<file path="config.mk">
export PLATFORM = sky130hd
export DESIGN_NAME = ssad_front
export DESIGN_NICKNAME = d
export VERILOG_FILES = /design/src/ssad_pkg.sv /design/src/ssad_front.sv
export SDC_FILE = /design/constraint.sdc
export NUM_CORES = 1
export LEC_CHECK = 0
export BUFFER_PORTS_ARGS = -buffer_cell sky130_fd_sc_hd__buf_2
export CELL_PAD_IN_SITES_DETAIL_PLACEMENT = 0
export CELL_PAD_IN_SITES_GLOBAL_PLACEMENT = 2
export CORE_ASPECT_RATIO = 1.2
export CORE_MARGIN = 2
export CORE_UTILIZATION = 38
export DETAILED_ROUTE_END_ITERATION = 12
export PLACE_DENSITY_LB_ADDON = 0.1
export SKIP_LAST_GASP = 1
export SYNTH_ARGS = -nofsm -noshare
export SYNTH_HDL_FRONTEND = slang
export SYNTH_SLANG_ARGS = --single-unit
export TNS_END_PERCENT = 10
</file>
<file path="constraint.sdc">
create_clock -name i_clk -period 5.3 [get_ports i_clk]
set_input_delay 0.53 -clock i_clk [delete_from_list [all_inputs] [get_ports i_clk]]
set_output_delay 0.53 -clock i_clk [all_outputs]
set_load 0.01 [all_outputs]
</file>
<file path="src/ssad_pkg.sv">
// Package for the sparse scatter-add block: payload structs, kind codes,
// store geometry and the binary32 adder stages. No dependencies.
package ssad_pkg;
    localparam int MaxRows = 64;
    localparam int MaxCols = 64;
    localparam int StoreDepth = MaxRows * MaxCols;
    localparam int AddrW = $clog2(StoreDepth);
    localparam int ColsW = 7;
    localparam logic [ColsW-1:0] ColsReset = 7'd64;
    localparam int QueueDepth = 2;
    localparam int QPtrW = $clog2(QueueDepth);
    localparam int QCntW = $clog2(QueueDepth + 1);

    localparam logic [1:0] KIND_WRITE = 2'd0;
    localparam logic [1:0] KIND_ACCUM = 2'd1;
    localparam logic [1:0] KIND_READ  = 2'd2;

    localparam logic [31:0] QNan = 32'h7FC00000;

    typedef struct packed {
        logic [1:0]  kind;
        logic [5:0]  row;
        logic [5:0]  col;
        logic [31:0] value;
    } t_in_item;

    typedef struct packed {
        logic [31:0] element_value;
        logic        bad_address;
    } t_out_item;

    typedef struct packed {
        logic [1:0]       kind;
        logic             bad;
        logic [AddrW-1:0] addr;
        logic [31:0]      value;
    } t_cmd;

    // aligned operands after exponent compare and shift
    typedef struct packed {
        logic        special;
        logic [31:0] special_val;
        logic        s;
        logic        eff_sub;
        logic [8:0]  e;
        logic [26:0] ma;
        logic [26:0] mb;
    } t_align;

    function automatic t_align fadd_align(input logic [31:0] a, input logic [31:0] b);
        t_align o;
        logic [7:0] ea, eb, e1, e2;
        logic [22:0] fa, fb;
        logic sa, sb, s1, s2;
        logic [26:0] xa, xb, m1, m2, sh;
        logic [7:0] d;
        ea = a[30:23]; eb = b[30:23]; fa = a[22:0]; fb = b[22:0];
        sa = a[31]; sb = b[31];
        o = '0;
        if ((ea == 8'hFF && fa != 0) || (eb == 8'hFF && fb != 0)) begin
            o.special = 1'b1; o.special_val = QNan;
        end else if (ea == 8'hFF || eb == 8'hFF) begin
            o.special = 1'b1;
            if (ea == 8'hFF && eb == 8'hFF && sa != sb) o.special_val = QNan;
            else o.special_val = (ea == 8'hFF) ? a : b;
        end else if (a[30:0] == 0 && b[30:0] == 0) begin
            o.special = 1'b1; o.special_val = {sa & sb, 31'd0};
        end else if (b[30:0] == 0) begin
            o.special = 1'b1; o.special_val = a;
        end else if (a[30:0] == 0) begin
            o.special = 1'b1; o.special_val = b;
        end
        xa = {(ea != 0), fa, 3'b000};
        xb = {(eb != 0), fb, 3'b000};
        if (ea == 0) ea = 8'd1;
        if (eb == 0) eb = 8'd1;
        if (eb > ea || (eb == ea && xb > xa)) begin
            m1 = xb; m2 = xa; e1 = eb; e2 = ea; s1 = sb; s2 = sa;
        end else begin
            m1 = xa; m2 = xb; e1 = ea; e2 = eb; s1 = sa; s2 = sb;
        end
        d = e1 - e2;
        if (d >= 8'd27) sh = {26'd0, (m2 != 0)};
        else begin
            sh = m2 >> d;
            sh[0] = sh[0] | ((m2 & ((27'd1 << d) - 27'd1)) != 0);
        end
        o.s = s1; o.eff_sub = (s1 != s2); o.e = {1'b0, e1}; o.ma = m1; o.mb = sh;
        return o;
    endfunction

    function automatic logic [4:0] lzc27(input logic [27:0] m);
        logic [4:0] n;
        logic found;
        n = 5'd0; found = 1'b0;
        for (int i = 26; i >= 0; i--) begin
            if (!found && m[i]) found = 1'b1;
            else if (!found) n = n + 5'd1;
        end
        return n;
    endfunction

    function automatic logic [31:0] fadd_finish(input t_align x);
        logic [27:0] m;
        logic [8:0] e;
        logic [4:0] lz, k;
        logic [24:0] r;
        logic [2:0] g;
        if (x.special) return x.special_val;
        e = x.e;
        if (!x.eff_sub) begin
            m = {1'b0, x.ma} + {1'b0, x.mb};
            if (m[27]) begin
                m = {1'b0, m[27:1]} | {27'd0, m[0]};
                e = e + 9'd1;
            end
        end else begin
            m = {1'b0, x.ma} - {1'b0, x.mb};
            if (m == 0) return 32'd0;
            lz = lzc27(m);
            k = (9'(lz) < e - 9'd1) ? lz : 5'(e - 9'd1);
            m = m << k;
            e = e - 9'(k);
        end
        r = {1'b0, m[26:3]};
        g = m[2:0];
        if (g > 3'd4 || (g == 3'd4 && r[0])) r = r + 25'd1;
        if (r[24]) begin
            r = r >> 1;
            e = e + 9'd1;
        end
        if (e >= 9'd255) return {x.s, 8'hFF, 23'd0};
        if (!r[23]) e = 9'd0;
        return {x.s, e[7:0], r[22:0]};
    endfunction
endpackage

</file>
<file path="src/ssad_front.sv">
// Front end: accepts items, checks the column and forms the store address.
// Depends on ssad_pkg.
module ssad_front import ssad_pkg::*; (
    input  logic             i_clk,
    input  logic             i_rst_n,
    input  logic             i_valid,
    output logic             o_ready,
    input  t_in_item         i_data,
    input  logic [ColsW-1:0] i_cols,
    output logic             o_valid,
    input  logic             i_ready,
    output t_cmd             o_cmd
);
    t_cmd r_q [QueueDepth];
    logic [QPtrW-1:0] r_wp, r_rp;
    logic [QCntW-1:0] r_cnt;
    t_cmd n_cmd;
    logic [12:0] prod;
    logic push, pop;

    always_comb begin
        prod = 13'(i_data.row) * 13'(i_cols);
        prod = prod + 13'(i_data.col);
        n_cmd.kind = i_data.kind;
        n_cmd.value = i_data.value;
        n_cmd.addr = prod[AddrW-1:0];
        n_cmd.bad = ({1'b0, i_data.col} >= i_cols) || (prod >= 13'(StoreDepth));
    end

    assign o_ready = r_cnt != QCntW'(QueueDepth);
    assign push = i_valid && o_ready;
    assign o_valid = r_cnt != '0;
    assign pop = o_valid && i_ready;
    assign o_cmd = r_q[r_rp];

    always_ff @(posedge i_clk) begin
        if (!i_rst_n) begin
            r_wp <= '0; r_rp <= '0; r_cnt <= '0;
        end else begin
            if (push) r_wp <= (r_wp == QPtrW'(QueueDepth - 1)) ? '0 : r_wp + QPtrW'(1);
            if (pop) r_rp <= (r_rp == QPtrW'(QueueDepth - 1)) ? '0 : r_rp + QPtrW'(1);
            r_cnt <= r_cnt + QCntW'(push) - QCntW'(pop);
        end
        if (push) r_q[r_wp] <= n_cmd;
    end
endmodule

</file>
## Word-level counts from Yosys, hierarchy flattened

Memories as Yosys holds them, arrays and structs flattened. A register that Yosys moved wholly into a read port is not among the register bits.
Cells that the tools add are included.
W data, S select, Z words.

| storage, ports and cells | value |
|---|---|
| output and inout port bits | 49 |
| register bits | 4 |
| input bits | 57 |
| memory bits (writable) | 94 |
| memories kept | 1 |
| word-level logic and storage cells | 23 |

| cells by class | value |
|---|---|
| mux-type cells | 6 |
| multiply operators | 1 |
| reduce and logical (&&, ||, !) cells | 4 |
| order comparisons | 2 |
| equal/unequal tests | 1 |
| $add $sub $neg | 5 |

Memories:

| memory | depth | bits a word | read ports | clocked after memory_dff | wr ports | line | RTL |
|---|---|---|---|---|---|---|---|
| r_q | 2 | 47 | 1 | 1 | 1 | ssad_front.sv:14 | `t_cmd r_q [QueueDepth];` |

Operator list:

| operator | count |
|---|---|
| $add A13 B6 Y13 | 1 |
| $ge A13 B13 Y1 const B | 1 |
| $mul A6 B7 Y13 | 1 |
| $ge A6 B7 Y1 | 1 |
| $mux W1 | 6 |
| $add A1 B1 Y1 const B | 2 |
| $add A2 B1 Y2 | 1 |
| $logic_and A1 B1 Y1 | 2 |
| $ne A2 B2 Y1 const B | 1 |
| $reduce_bool A2 Y1 | 1 |
| $sub A2 B1 Y2 | 1 |
| $logic_or A1 B1 Y1 | 1 |

## Longest topological paths before layout

Gate-level depths: netlist of the first run.

| depth | value |
|---|---|
| word-level depth | 4 |
| mapped depth | 15 |
| mapped depth without buffers | 15 |

## Worst setup path after synthesis of the first run

OpenSTA, ideal clock, no wires.

| timing path | value |
|---|---|
| path type | input-to-reg |
| start | input port i_cols[3] |
| end | memory r_q[0][41] (netlist bit), data pin |
| buffers on the path | 0 |
| arrival | 4.006 ns |
| data required time | 5.030 ns |
| stages | 15 |
| setup time | 0.270 ns |
| slack | 1.024 ns |
| cell sequence | and2_1 fa_1 inv_1 fa_1 inv_1 fa_1 inv_1 fa_1 inv_1 ha_1 o21ai_1 o21bai_2 a2111oi_2 nor3_1 xor2_1 |

RTL lines:

| item | line | RTL |
|---|---|---|
| start, declared | ssad_front.sv:9 | `input logic [ColsW-1:0] i_cols,` |
| end, declared | ssad_front.sv:14 |  |

==> results of run 1 <==
-- final cells by class --
class                      instances  area share [%]
tap                              171           3.367
clock buffer                      10           3.603
timing repair buffer             108           8.624
inverter                          28           1.654
sequential                        99           46.01
clock inverter                     6           1.024
multi-input combinational        229           35.72
-- routing by layer --
metal / part of all wire (%) / vias to the layer above / wire [µm]
li1: - / 1535 / -
met1: 39 / 1554 / 4168
met2: 55 / 81 / 5821
met3: 4.4 / 13 / 472
met4: 1.9 / 0 / 204
met5: 0 / - / 0
-- cell families after synthesis --
logic type,Yosys count
DFF,99
and+or+nand+nor,70
adders and majority gates,64
muxes,47
AOI/OAI and AO/OA,36
buffers and inverters,33
xor gates and xnor gates,12
-- final timing paths --
path / startpoint / endpoint / depth (start not counted)
worst max-delay path: i_cols[3] / r_q[0][41] / 16
worst min register to register: r_rp / flop / 2
worst min-delay path: i_data[25] / r_q[1][25] / 1
worst max register to register: r_cnt[0] / r_q[0][46] / 4
-- report_power, final --
group | internal, mW | leakage [nW] | switching [mW]
sequential | 1.06 | 0.921 | 0.0380
clock | 0.367 | 0.138 | 0.270
combinational | 0.465 | 1.62 | 0.587
-- sequential cells by signal, summed over array words and instances (netlist names), named ones only --
register  cells
r_cnt         2
r_q          94
r_rp          1
r_wp          1
-- stage by stage --
stage	area, µm²	power (mW)	hold slack (ns)	util, %
4_1_cts	6355	2.829	0.3646	46.38
6_report	6355	2.781	0.3816	46.38
3_3_place_gp	6061	2.162	0.5297	44.23
5_1_grt	6355	2.967	0.3627	46.38
2_1_floorplan	5313	1.838	0.5042	-
3_5_place_dp	6061	2.178	0.5327	44.23
-- cell usage in the layout (no fill, tap or decap), types with 7 or more instances in the layout --
cell type	n
clkbuf_16	9
edfxtp_1	94
mux2_2	47
ha_1	40
fa_1	24
inv_1	28
nor2_1	7
a21oi_1	8
nand2_1	14
and2_1	37
buf_2	105
==> metrics.txt, run 1 <==
run status finished, final reports clean; GP Congestion 0.7638; insertion delay to the later sink of the worst-skew pair 0.33 ns; clock-pin transition on the worst setup and hold timing paths 0.07 ns; total nets after synthesis 482; share of the synthesized area in compound gates (AO/OA/AOI/OAI) around 5%; Num CTS Buffers 9; number of library cell types mapped by synthesis 35; Sequential cell area 2924 µm²; Die X-Extent between 100 and 150 µm; leakage ~2.7 nW; met1 capacity usage during global routing 16.21%; quantity of I/O buffers inserted on ports 105; maximum number of pins on one net before global-route repair 38; Setup crit end kind flop; first-pass GRT wire length about 17 mm; via count of the first global-routing pass 3380; number of synthesized register bits 99; most used routing layer met2; warning count from the yosys run 0; io pins between 100 and 150; cell area after technology mapping 5313 µm²; multi-input logic area approximately 2300 µm²; Max stage delay on crit path 0.53 ns; number of DRC violations after detailed routing 0; Congestion Overflow GR 0; # nets final 596; WL final 10.67 mm; top achievable clock speed 0.2344 GHz; max-slew violation total from the final report 0; maximum resistive drop on vdd ~0.27 mV; mux contribution to synthesized area 9.962%; TritonCTS clock tree built; H-tree levels 3; power density over the cells 437.6 nW/µm²; mean routed wirelength per cell between 15 and 20 µm; cell at the slowest stage of the critical path fa_1; setup clock skew after layout 0.005018 ns; floorplan row count 47; antenna fix cells 0; clock root cell clkbuf_16; sequential element share of the synthesized area 55.02%; Filler Cells Inserted 1265; signal arrival time at the worst endpoint about 4.3 ns; total routing resource utilization after global routing between 10% and 20%; most frequent cell after synthesis edfxtp_1; r2r setup slk 3.29 ns; mean number of vias per cell just under 5; initial DRC count 141; family with the most delay on the worst path adder cells; hold violation count in the final report 0; routing usage on met3 under 10%; # clock sinks 99; total die area 14950 µm²; Post-Place Cells roughly 640; time the final worst path needs with I/O delays and setup between 4 and 5 ns; CORE AREA 13700 µm²; element type at the critical path start input port; maxcap violations 0; Post-Layout Cell Count 651; initial antenna violation count 0; area overhead of the layout relative to synthesis 19.62%; effective utilization at floorplan 38.77%; ys async rst share 0%; Final Worst Setup Slack ~1.0 ns; overall die height between 100 and 150 µm; first-pass detailed-route iteration total 5; Least-Margin Pin Slew between 0.7 and 0.8 ns; main flop type after synthesis edfxtp_1; via count of the routed design 3183; Final TNS setup 0 ns; main area contributors after synthesis edfxtp_1 53%, mux2_2 10%, ha_1 9.4%, fa_1 9.0%, and2_1 4.4%; hold buffers post-CTS 0; area share of xor/xnor cells in the synthesized design 1.978%; Setup-failing EPs final 0; critical-path cell list buf_2 > and2_1 > fa_1 > inv_1 > fa_1 > inv_1 > fa_1 > inv_1 > fa_1 > inv_1 > ha_1 > o21ai_1 > o21bai_2 > a2111oi_2 > nor3_1 > xor2_1; buffering stage count on the worst path with inverters included 5; Resize count post-CTS 0; headroom to the max-slew limit about half; class of the tightest hold or removal check in -> reg; met2 routing resource usage after global routing 27.51%; per-instance average area after synthesis about 15 µm²; Final period util roughly four fifths; crit-path max FO 7; setup repair after global routing missed its margin false; fraction of the mapped netlist area in simple logic gates 7.136%; top cell type's share of synthesized area 53.13%; Worst Path Required roughly 5.4 ns; number of setup buffers added after CTS 0; cells after synthesis 361; layout cell share with drive strength beyond 1 37.50%; CTS Buffer Depth 2; share of synthesized cell area in full adder, half adder and majority cells 18.46%; post-detailed-placement half-perimeter wirelength 8.158 mm; number of enable flip-flop cells after synthesis 94; main combinational cell family by area after synthesis adder cells; critical path class in -> reg; Worst Setup Slack post-DPL 0.6634 ns; top post-synthesis cells by count 94 x edfxtp_1, 47 x mux2_2, 40 x ha_1, 37 x and2_1, 28 x inv_1; cell type contributing the most total cell area after synthesis edfxtp_1; Final ANT Viol Nets 0
(Power assumes the default switching activity.)
==> run 2: changes to the inputs <==
--- a/config.mk
+++ b/config.mk
@@ -10,7 +10,7 @@
 export CELL_PAD_IN_SITES_GLOBAL_PLACEMENT = 2
 export CORE_ASPECT_RATIO = 1.2
 export CORE_MARGIN = 2
-export CORE_UTILIZATION = 38
+export CORE_UTILIZATION = 35
 export DETAILED_ROUTE_END_ITERATION = 12
 export PLACE_DENSITY_LB_ADDON = 0.1
 export SKIP_LAST_GASP = 1
==> constraint.sdc (replaced) <==
create_clock -name i_clk -period 3.6 [get_ports i_clk]
set_input_delay 0.36 -clock i_clk [delete_from_list [all_inputs] [get_ports i_clk]]
set_output_delay 0.36 -clock i_clk [all_outputs]
set_load 0.01 [all_outputs]
==> metrics.txt, run 2 (synthesis results as in run 1) <==
floorplan row count 49 (+4.3%); Final Worst Setup Slack -0.1858 ns (-1.219 ns); Worst Setup Slack post-DPL -0.5576 ns (-1.221 ns); area overhead of the layout relative to synthesis 26.90%; clock-pin transition on the worst setup and hold timing paths 0.07 ns (about the same); signal arrival time at the worst endpoint 3.87 ns (-0.47 ns); clock network fraction of design power 22.0% (-0.9 points); clock root cell clkbuf_16; Die X-Extent 116.5 µm (+4.0%); Final ANT Viol Nets 0 (unchanged); met1 capacity usage during global routing 14.62% (-1.6 points); initial antenna violation count 0 (unchanged); Congestion Overflow GR 0 (unchanged); total routing resource utilization after global routing 13.40% (-1.0 points); Post-Place Cells 709 (+12%); largest registers r_q: 94 flops, r_cnt: 2 flops; first-pass GRT wire length 16.69 mm (-0.98%); cell at the slowest stage of the critical path fa_1; TritonCTS clock tree built; CORE AREA 14900 µm² (+8.7%); crit-path max FO 7 (unchanged); time the final worst path needs with I/O delays and setup 3.786 ns; maxcap violations 0 (unchanged); leading cell type in the layout, fill and taps excluded buf_2; CTS Buffer Depth 2 (unchanged); setup repair after global routing missed its margin true; GP Congestion 0.8131 (+6.5%); mean number of vias per cell 4.554 (-6.8%); setup clock skew after layout 0.004306 ns (-0.0007117 ns); critical-path cell list buf_2 > and2_4 > fa_1 > inv_1 > fa_1 > inv_1 > fa_1 > inv_1 > fa_1 > inv_2 > ha_4 > a21oi_2 > nor3_1 > a31oi_1 > a32o_1 > a211o_1; Least-Margin Pin Slew 0.8534 ns (+0.1112 ns); worst hold margin 0.2032 ns (-0.1784 ns); first-pass detailed-route iteration total 4 (-1); post-detailed-placement half-perimeter wirelength 8.289 mm (+1.6%); flip-flop count of the largest register after layout 94 (unchanged); met2 routing resource usage after global routing 24.85% (-2.7 points); # nets final 637 (+6.9%); failing checks setup timing; WL final 10.58 mm (-0.79%); Final period util 105.2%; switching power share of the total 31.46% (-0.70 points); most frequent cells in the layout 105 x buf_2, 94 x edfxtp_1, 47 x mux2_2, 44 x buf_4, 38 x ha_1; insertion delay to the later sink of the worst-skew pair 0.34 ns (about the same); Placed Instance Area 6429 µm² (+6.1%); Filler Cells Inserted 1419 (+12%); # clock sinks 99 (unchanged); number of setup buffers added after CTS 0 (unchanged); Post-Layout Cell Count 725 (+11%); Sequential cell area 2924 µm² (unchanged); quantity of I/O buffers inserted on ports 105 (unchanged); CP most frequent cell fa_1; io pins 106 (unchanged); critical path class in -> reg; total die area 16180 µm² (+8.3%); Most flops, register r_q; Worst Path Required 3.68 ns (-1.69 ns); via count of the first global-routing pass 3454 (+2.2%); run status finished with violations; Layout Cell Area excl Fill 6741 µm² (+6.1%); class of the tightest hold or removal check in -> reg; share of total power in combinational logic 40.8% (+3.0 points); overall die height 139.0 µm (+4.1%); number of DRC violations after detailed routing 0 (unchanged); top achievable clock speed 0.2641 GHz; initial DRC count 171 (+21%); antenna fix cells 0 (unchanged); leakage 2.887 nW (+7.8%); max-slew violation total from the final report 0 (unchanged); power density over the cells 642.2 nW/µm² (+47%); power dissipated by switching net loads 1.362 mW (+52%); multi-input logic area 2301 µm² (+1.4%); maximum number of pins on one net before global-route repair 36 (-5.3%); Setup crit end kind flop; via count of the routed design 3302 (+3.7%); H-tree levels 3 (unchanged); effective utilization at floorplan 35.66% (-3.1 points); Num CTS Buffers 9 (unchanged); most used routing layer met2; power share of the sequential group 37.2% (-2.1 points); Max stage delay on crit path 0.52 ns (about the same); hold violation count in the final report 0 (unchanged); mean routed wirelength per cell 14.60 µm (-11%); internal power 2.967 mW (+57%); routing usage on met3 2.753% (+0.57 points); layout cell share with drive strength beyond 1 43.76% (+6.3 points); Setup-failing EPs final 10 (+10); element type at the critical path start input port; maximum resistive drop on vdd 0.2837 mV (+5.9%); headroom to the max-slew limit 43.11% (-7.3 points)
## run 2: path summary, 6_finish.rpt
kind	startpoint	slack (ns)	endpoint	depth (start not counted)
setup / recovery	i_data[38]	-0.19	r_q[1][44]	16
hold / removal	i_data[28]	0.20	r_q[0][28]	1
setup reg to reg	r_cnt[0]	1.71	r_q[0][26]	4
hold reg to reg	r_rp	0.54	flop	2
## run 2: critical path, delay by kind of cell
kind	cells	cell delay [ns]
AO/OA/AOI/OAI	4	0.61
adder cells (fa/ha/maj)	5	2.24
buffers and inverters	5	0.34
AND/OR/NAND/NOR	2	0.33
## run 2: cell type report
cell class	instances	area share, %
flip-flops and latches	99	43.37
well taps	204	3.786
repair buffers	149	12.69
clock buffers	9	3.341
inverters	28	1.559
multi-input cells	229	34.13
clock inverters	7	1.114
## run 2: power by group through the flow
| stage | combinational [mW] | clock (mW) | sequential (mW) |
|---|---|---|---|
| floorplan | 1.12 | 0 | 1.62 |
| global placement | 1.77 | 0 | 1.63 |
| detailed placement | 1.77 | 0 | 1.64 |
| CTS | 1.81 | 0.985 | 1.61 |
| global route | 1.96 | 1.03 | 1.63 |
| finish | 1.77 | 0.955 | 1.61 |
## run 2: metal layers
layer / vias up / routed length, µm
li1: 1613 / -
met1: 1601 / 4223
met2: 76 / 5589
met3: 12 / 576
met4: 0 / 195
met5: - / 0
## run 2: metrics by stage
| step | setup TNS [ns] | power, mW | utilization (%) |
|---|---|---|---|
| after CTS | -0.9911 | 4.405 | 45.25 |
| after global routing | -2.553 | 4.624 | 45.25 |
| after floorplan | -1.640 | 2.731 | - |
| after detailed placement | -5.918 | 3.413 | 43.15 |
| final | -1.058 | 4.329 | 45.25 |
| after global placement | -5.699 | 3.395 | 43.15 |
## run 2: repair_timing
item | 4_1_cts | 5_1_grt
endpoints found under the hold margin | 0 | 0
pin swaps | 2 | 2
hold buffers | 0 | 0
gates resized for setup | 1 | 0
cloned | 0 | 0
setup endpoints to repair | 10 | 14
==> run 3: changes to the inputs <==
--- a/config.mk
+++ b/config.mk
@@ -5,12 +5,13 @@
 export SDC_FILE = /design/constraint.sdc
 export NUM_CORES = 1
 export LEC_CHECK = 0
+export ABC_AREA = 1
 export BUFFER_PORTS_ARGS = -buffer_cell sky130_fd_sc_hd__buf_2
 export CELL_PAD_IN_SITES_DETAIL_PLACEMENT = 0
 export CELL_PAD_IN_SITES_GLOBAL_PLACEMENT = 2
 export CORE_ASPECT_RATIO = 1.2
 export CORE_MARGIN = 2
-export CORE_UTILIZATION = 35
+export CORE_UTILIZATION = 33
 export DETAILED_ROUTE_END_ITERATION = 12
 export PLACE_DENSITY_LB_ADDON = 0.1
 export SKIP_LAST_GASP = 1
==> metrics.txt, run 3 <==
Final period util 99.40% (-5.8 points); crit-path max FO 4 (-3); most frequent cells in the layout 99 x buf_2, 94 x edfxtp_1, 76 x inv_1, 70 x nand2_1, 47 x mux2_2; endpoint of the lowest-slack register-to-register path r_q[0][19]; insertion delay to the later sink of the worst-skew pair 0.33 ns (about the same); initial antenna violation count 0 (unchanged); signal arrival time at the worst endpoint 3.64 ns (-0.23 ns); flip-flop count of the largest register after layout 94 (unchanged); ys async rst share 0% (unchanged); cells after synthesis 440 (+22%); maximum number of pins on one net before global-route repair 48 (+33%); most used routing layer met2; CTS Buffer Depth 2 (unchanged); top post-synthesis cells by count 94 x edfxtp_1, 81 x inv_1, 79 x nand2_1, 47 x mux2_2, 40 x ha_1; total die area 17560 µm² (+8.5%); overall die height 144.8 µm (+4.2%); via count of the first global-routing pass 3658 (+5.9%); share of the synthesized area in compound gates (AO/OA/AOI/OAI) 2.457% (-2.6 points); hold violation count in the final report 0 (unchanged); Die X-Extent 121.3 µm (+4.2%); io pins 106 (unchanged); Post-Place Cells 791 (+12%); antenna fix cells 0 (unchanged); Power, Total 4.561 mW (+5.3%); sequential element share of the synthesized area 53.64% (-1.4 points); setup repair after global routing missed its margin true; sink of the worst hold path r_q[0][17]; Setup crit end kind flop; total routing resource utilization after global routing 12.69% (-0.71 points); Critical Path Stages 17 (+1); max-slew violation total from the final report 0 (unchanged); Num CTS Buffers 9 (unchanged); TritonCTS clock tree built; main combinational cell family by area after synthesis adder cells; warning count from the yosys run 0 (unchanged); mean number of vias per cell 4.394 (-3.5%); cell at the slowest stage of the critical path fa_1; critical path class in -> reg; buffering stage count on the worst path with inverters included 6 (+1); fraction of the mapped netlist area in simple logic gates 8.220% (+1.1 points); multi-input logic area 2282 µm² (-0.82%); most frequent cell after synthesis edfxtp_1; critical-path cell list buf_8 > nand2_4 > inv_2 > fa_1 > inv_2 > fa_1 > inv_2 > fa_1 > inv_2 > fa_1 > inv_2 > ha_4 > nand2_2 > nor2_4 > nand3_2 > nand4_1 > nand3_1; power density over the cells 650.8 nW/µm² (+1.3%); maximum resistive drop on vdd 0.2366 mV (-17%); leading cell type in the layout, fill and taps excluded buf_2; headroom to the max-slew limit 23.55% (-20 points); number of DRC violations after detailed routing 0 (unchanged); main area contributors after synthesis edfxtp_1 52%, mux2_2 9.7%, ha_1 9.2%, fa_1 8.8%, inv_1 5.6%; clock-pin transition on the worst setup and hold timing paths 0.07 ns (about the same); maxcap violations 0 (unchanged); r2r setup slk 1.59 ns (-0.12 ns); cell type contributing the most total cell area after synthesis edfxtp_1; critical hold path startpoint i_data[17]; Final Worst Setup Slack 0.02172 ns (+0.2076 ns); depth of the worst register-to-register path 5 (+1); top cell type's share of synthesized area 51.80% (-1.3 points); beginning of the worst register-to-register path r_cnt[0]; Worst Setup Slack post-DPL -0.3184 ns (+0.2392 ns); largest registers r_q: 94 flops, r_cnt: 2 flops; via count of the routed design 3550 (+7.5%); met2 routing resource usage after global routing 24.72% (-0.13 points); WL final 11.02 mm (+4.1%); time the final worst path needs with I/O delays and setup 3.578 ns (-0.2076 ns); H-tree levels 3 (unchanged); number of enable flip-flop cells after synthesis 94 (unchanged); leakage 3.284 nW (+14%); cell area after technology mapping 5449 µm² (+2.6%); share of synthesized cell area in full adder, half adder and majority cells 18.00% (-0.46 points); routing usage on met3 1.763% (-0.99 points); effective utilization at floorplan 33.62% (-2.0 points); class of the tightest hold or removal check in -> reg; setup clock skew after layout 0.007167 ns (+0.002861 ns); Layout Cell Area excl Fill 7008 µm² (+4.0%); WHS Path Cells 1 (unchanged); number of library cell types mapped by synthesis 24 (-31%); layout cell share with drive strength beyond 1 39.93% (-3.8 points); Filler Cells Inserted 1574 (+11%); number of synthesized register bits 99 (unchanged); CORE AREA 16210 µm² (+8.8%); Setup-failing EPs final 0 (-10); Sequential cell area 2924 µm² (unchanged); clock root cell clkbuf_16; Congestion Overflow GR 0 (unchanged); utilization of the core after routing 43.24% (-2.0 points); Final TNS setup 0 ns (+1.058 ns); # nets final 712 (+12%); area share of xor/xnor cells in the synthesized design 1.447% (-0.53 points); first-pass detailed-route iteration total 4 (unchanged); CP most frequent cell inv_2; post-detailed-placement half-perimeter wirelength 8.753 mm (+5.6%); mux contribution to synthesized area 9.713% (-0.25 points); Final ANT Viol Nets 0 (unchanged); main flop type after synthesis edfxtp_1; Max stage delay on crit path 0.54 ns (+0.02 ns); element type at the critical path start input port; Post-Layout Cell Count 808 (+11%); met1 capacity usage during global routing 14.25% (-0.38 points); family with the most delay on the worst path adder cells; Worst Path Required 3.66 ns (-0.02 ns); quantity of I/O buffers inserted on ports 105 (unchanged); area overhead of the layout relative to synthesis 28.61%; Least-Margin Pin Slew 1.147 ns (+0.2934 ns); per-instance average area after synthesis 12.38 µm² (-16%); GP Congestion 0.7869 (-3.2%); Most flops, register r_q; mean routed wirelength per cell 13.64 µm (-6.6%); # clock sinks 99 (unchanged); first-pass GRT wire length 17.34 mm (+3.9%); initial DRC count 174 (+1.8%); floorplan row count 51 (+4.1%); Placed Instance Area 6543 µm² (+1.8%); total nets after synthesis 561 (+16%); top achievable clock speed 0.2795 GHz (+5.8%); worst hold margin 0.2154 ns (+0.01215 ns); run status finished, final reports clean
## run 3: cell families after synthesis
kind of cell,count (synthesis)
flops,99
compound gates,24
fa+ha+maj,64
mux,47
xor+xnor,9
buf+inv,87
simple gates,110
## run 3: what timing repair did
item,CTS,global route
setup buffers,0,1
gates resized for setup,0,34
setup endpoints to repair,0,12
hold buffers,0,0
## run 3: area by class of cell
type	instances	share of cell area, %
Clock inverter	6	1.589
Clock buffer	10	3.267
Sequential cell	99	41.72
Timing Repair Buffer	146	12.73
Inverter	81	4.339
Multi-Input combinational cell	254	32.57
Tap cell	212	3.785
## run 3: worst max path at each step
stage                     startpoint  slack [ns]          to
after floorplan            i_cols[3]      -0.003  r_q[0][42]
after global placement     i_cols[2]       -0.28  r_q[0][40]
after detailed placement   i_cols[3]       -0.32  r_q[0][43]
after CTS                  i_cols[3]        0.05  r_q[0][41]
after global routing      i_data[43]       -0.09  r_q[0][44]
final                     i_data[38]        0.02  r_q[0][44]
## run 3: report_power, final
| part | switching (mW) | total [mW] | internal, mW |
|---|---|---|---|
| clock | 0.388 | 1.07 | 0.680 |
| combinational | 0.941 | 1.79 | 0.850 |
| sequential | 0.109 | 1.70 | 1.59 |
| total | 1.44 | 4.56 | 3.12 |
## run 3: routing by layer
metal	routed length [µm]	part of all wire, %
met5	0	0
met4	128	1.2
met3	398	3.6
met2	5836	53
met1	4655	42
